**config.mk**
```make
export PLATFORM = sky130hd
export DESIGN_NAME = tbp_ctrl
export DESIGN_NICKNAME = d
export VERILOG_FILES = /design/src/design/tbp_pkg.sv /design/src/design/tbp_ctrl.sv
export SDC_FILE = /design/constraint.sdc
export NUM_CORES = 1
export LEC_CHECK = 0
export ABC_CLOCK_PERIOD_IN_PS = 1400
export BUFFER_PORTS_ARGS = -buffer_cell sky130_fd_sc_hd__buf_2
export CORE_AREA = 2 2 39 41
export DETAILED_ROUTE_END_ITERATION = 8
export DIE_AREA = 0 0 41 43
export GPL_ROUTABILITY_DRIVEN = 0
export HOLD_SLACK_MARGIN = 0.02
export PLACE_DENSITY = 0.33
export SYNTH_ARGS = -nofsm -noshare
export SYNTH_HDL_FRONTEND = slang
export SYNTH_SLANG_ARGS = --single-unit
```
**constraint.sdc**
```tcl
create_clock -name clk -period 1.4 [get_ports clk]
set_input_delay 0.28 -clock clk [delete_from_list [all_inputs] [get_ports clk]]
set_output_delay 0.28 -clock clk [all_outputs]
set_load 0.02 [all_outputs]
```
**src/design/tbp_pkg.sv**
```systemverilog
// ----------------------------------------------------------------------------
// tbp_pkg
// Shared constants, command/status types and counter update functions for the
// tournament branch predictor.
// ----------------------------------------------------------------------------
package tbp_pkg;

	localparam int PC_INDEX_BITS_DEF    = 12;
	localparam int LOCAL_HIST_BITS_DEF  = 9;
	localparam int GLOBAL_HIST_BITS_DEF = 14;

	localparam logic OP_PREDICT = 1'b0;
	localparam logic OP_TRAIN   = 1'b1;

	typedef struct packed {
		logic clear;
		logic load_in;
		logic rd1;
		logic upd;
		logic load_out;
	} tbp_cmd_t;

	typedef struct packed {
		logic clear_last;
	} tbp_sts_t;

	function automatic logic [1:0] ctr_next(input logic [1:0] c, input logic taken);
		logic [1:0] r;
		if (!c[1]) begin
			r = taken ? 2'd0 : c + 2'd1;
		end else begin
			r = taken ? c - 2'd1 : 2'd3;
		end
		return r;
	endfunction

	function automatic logic [1:0] chooser_next(input logic [1:0] c, input logic o,
		input logic lp, input logic gp);
		logic [1:0] r;
		if (!c[1]) begin
			r = (o == lp) ? 2'd0 : c + 2'd1;
		end else begin
			r = (o == gp) ? 2'd3 : c - 2'd1;
		end
		return r;
	endfunction

endpackage

```
**src/design/tbp_ctrl.sv**
```systemverilog
// ----------------------------------------------------------------------------
// tbp_ctrl
// Controller: clearing sweep after reset, then accept / read / update / hand
// off sequence for one item at a time, and the output valid flag.
// ----------------------------------------------------------------------------
module tbp_ctrl (
	input  logic              clk,
	input  logic              arst_n,
	input  logic              in_valid,
	output logic              in_ready,
	output logic              out_valid,
	input  logic              out_ready,
	input  tbp_pkg::tbp_sts_t sts,
	output tbp_pkg::tbp_cmd_t cmd
);
	import tbp_pkg::*;

	localparam logic [2:0] S_CLEAR = 3'd0;
	localparam logic [2:0] S_IDLE  = 3'd1;
	localparam logic [2:0] S_RD1   = 3'd2;
	localparam logic [2:0] S_RD2   = 3'd3;
	localparam logic [2:0] S_DONE  = 3'd4;

	logic [2:0] state_q;
	logic [2:0] state_d;
	logic       out_valid_q;
	logic       slot_free;

	assign slot_free = !out_valid_q || out_ready;

	always_comb begin
		state_d      = state_q;
		cmd          = '0;
		in_ready     = 1'b0;
		case (state_q)
			S_CLEAR: begin
				cmd.clear = 1'b1;
				if (sts.clear_last) begin
					state_d = S_IDLE;
				end
			end
			S_IDLE: begin
				in_ready = 1'b1;
				if (in_valid) begin
					cmd.load_in = 1'b1;
					state_d     = S_RD1;
				end
			end
			S_RD1: begin
				cmd.rd1 = 1'b1;
				state_d = S_RD2;
			end
			S_RD2: begin
				cmd.upd = 1'b1;
				state_d = S_DONE;
			end
			S_DONE: begin
				if (slot_free) begin
					cmd.load_out = 1'b1;
					state_d      = S_IDLE;
				end
			end
			default: begin
				state_d = S_CLEAR;
			end
		endcase
	end

	always_ff @(posedge clk or negedge arst_n) begin
		if (!arst_n) begin
			state_q     <= S_CLEAR;
			out_valid_q <= 1'b0;
		end else begin
			state_q <= state_d;
			if (cmd.load_out) begin
				out_valid_q <= 1'b1;
			end else if (out_ready) begin
				out_valid_q <= 1'b0;
			end
		end
	end

	assign out_valid = out_valid_q;

endmodule

```
==> results.md <==
* Inserted Diodes at 0
* CTS tree: built
* Pins over their slew limit at 0
* Rows at 14
* Fillers at 162
* Worst Setup End Kind: primary output
* Worst EP required at 1.12 ns
* Layout cells sized above 1 at 70.3%
* Clock Tree Root: clkbuf_4
* Metal3 WL at 64 um
* Slew @ Worst Pin at 0.223 ns
* Register area share after synthesis at 45.5%
* Setup Skew at 0.000792 ns
* Hold Path Sink: out_valid$_DFFE_PN0P_
* Nets at 44
* Worst vdd ir at 0.751 mV
* Worst Path Arrival at 1.16 ns
* Vias after detailed routing at 210
* Post-Route M1 WL at 212 um
* Final routed DRC violation total at 0
* Pin count of the biggest net entering global routing at 8
* Tot Pwr at 0.000811 W
* Final setup fails at 2
* Starting Density at 15.9%
* Die ar. at 1760 um2
* Max_slew headroom at 84.9%
* First-pass GRT wire length at 862 um
* Total gr overflow at 0
* Clk_lat worst skew at 0.23 ns
* Longest Clk Path Bufs at 2
* Top routing layer in use: met3
* Syn avg cell area at 10.5 um2
* Number of buffers created by CTS at 3
* Post-Syn Area at 220 um2
* Flops & latches, synth at 4
* Maximum clock frequency at 0.697 GHz
* Tot GR Track Use at 7.57%
* Failing checks: negative setup slack
* Synth Instances at 21
* Vias in the first global route at 229
* Clock sink total at 4
* Core Util, Final at 25.9%
* Minimum clock period at 1.44 ns
* Metal2 WL at 255 um
* Avg WL per Cell at 10.0 um
* Dpl ws at 0.138 ns
* Detailed Route WL at 532 um
* Most common cell after layout, fill and taps aside: buf_2
* Critical path class: flop to primary output
* Core ar. at 1380 um2
* Router iterations before antenna repair at 2
* Hold depth at 3
* Synth Flop Type: dfrtp_1
* Initial antenna violation count at 0
* Most frequent cells in the layout: buf_2, clkbuf_4, dfrtp_2
* Worst reg2reg startpoint: state_q[2]$_DFFE_PN0P_
* Critical Path Fanout Max at 6
* Top Ports at 12
* Syn nets at 26
* Synth warn at 0
* R2R depth at 3
* RSZ-0062 raised after global routing: yes
* Post-synth ARST share at 100%
* Yosys cell types at 15
* CTS H-tree depth at 1
* I/O Buffers at 11
* Leakage at 0.183 nW
* CTS clk-pin slew, worst paths at 0.04 ns
* Max-cap violation count at 0
* HP Class: input port to flop
* Vias per cell at 3.96
* Reg2reg end: state_q[0]$_DFFE_PN0P_
* Number of synthesized flops with an enable pin at 0
* Startpoint types: flop
* Power Dens Cells at 2260 nW/um2
* Setup slack, reg-to-reg at 0.15 ns
* Remaining antenna violation count at 0
* Hold Fails Final Rpt at 0
* Outcome: complete, but fails checks
* Tcrit/Tclk final at 103%
* Die H at 43 um
* Setup ws final at -0.0354 ns
* Iteration-0 DRC Markers at 1
* Worst Hold Launch: out_ready
* DIE WIDTH at 41 um
* Synth-to-Final Area Change at 63.1%
## stage by stage
| stage | std cells | hold WS [ns] | instance area (um2) | setup TNS [ns] |
|---|---|---|---|---|
| 6_report | 53 | 0.321 | 359 | -0.0466 |
| 5_1_grt | 53 | 0.341 | 359 | -0.313 |
| 4_1_cts | 53 | 0.320 | 359 | -0.0704 |
| 3_5_place_dp | 47 | 0.0904 | 293 | 0 |
| 3_3_place_gp | 47 | 0.0892 | 293 | 0 |
| 2_1_floorplan | 21 | -0.0156 | 225 | 0 |
## cells in the mapped netlist (2+ instances only)
| cell type | n | area [um2] |
|---|---|---|
| nand2_1 | 2 | 7.51 |
| dfrtp_1 | 4 | 100 |
| nor3b_1 | 2 | 15.0 |
| nor3_1 | 2 | 10.0 |
## power breakdown
group | internal, W | switching, W
clock network | 0.0000958 | 0.0000454
registers | 0.000171 | 0.0000754
logic | 0.000210 | 0.000214
total | 0.000476 | 0.000334
## critical path: stages, from the launching register on
cell and delay [ns]:
dfrtp_2 0.44, nor3b_2 0.21, and2_4 0.17, buf_6 0.11
## flip-flops by register name, indices dropped and copies added (netlist names)
register,count
out_valid,1
state_q,3
## area by class of cell
cell class | count | area [um2] | share of cell area [%]
Timing Repair Buffer | 14 | 92.6 | 25.8
Sequential cell | 4 | 104 | 28.9
Multi-Input combinational cell | 16 | 120 | 33.4
Tap cell | 16 | 20.0 | 5.57
Clock buffer | 3 | 22.5 | 6.27
## logic make-up after synthesis
family	synth area share, %
simple gates	47.7
flops	45.5
compound gates	3.41
buf+inv	3.41
## worst max-delay path by stage
stage / startpoint / end / slack [ns]
global route: state_q[2]$_DFFE_PN0P_ / cmd[3] / -0.09
CTS: state_q[2]$_DFFE_PN0P_ / cmd[3] / -0.05
detailed placement: state_q[1]$_DFFE_PN0P_ / cmd[3] / 0.14
finish: state_q[2]$_DFFE_PN0P_ / cmd[3] / -0.04
floorplan: state_q[1]$_DFFE_PN0P_ / cmd[3] / 0.005
global placement: state_q[1]$_DFFE_PN0P_ / cmd[3] / 0.17
## repair_timing
action,4_1_cts,5_1_grt
hold buffers,1,0
setup endpoints to repair,4,4
pin swaps,3,0
buffers inserted,2,0
resized for setup,8,0
hold endpoints to repair,4,0
## metal layers
layer / track usage, % / up-vias
met1: 7.52 / 92
met4: 6.00 / 0
met3: 4.19 / 0
met2: 10.9 / 11
li1: - / 107
met5: 0 / -
Power figures use the tool's default switching activity.
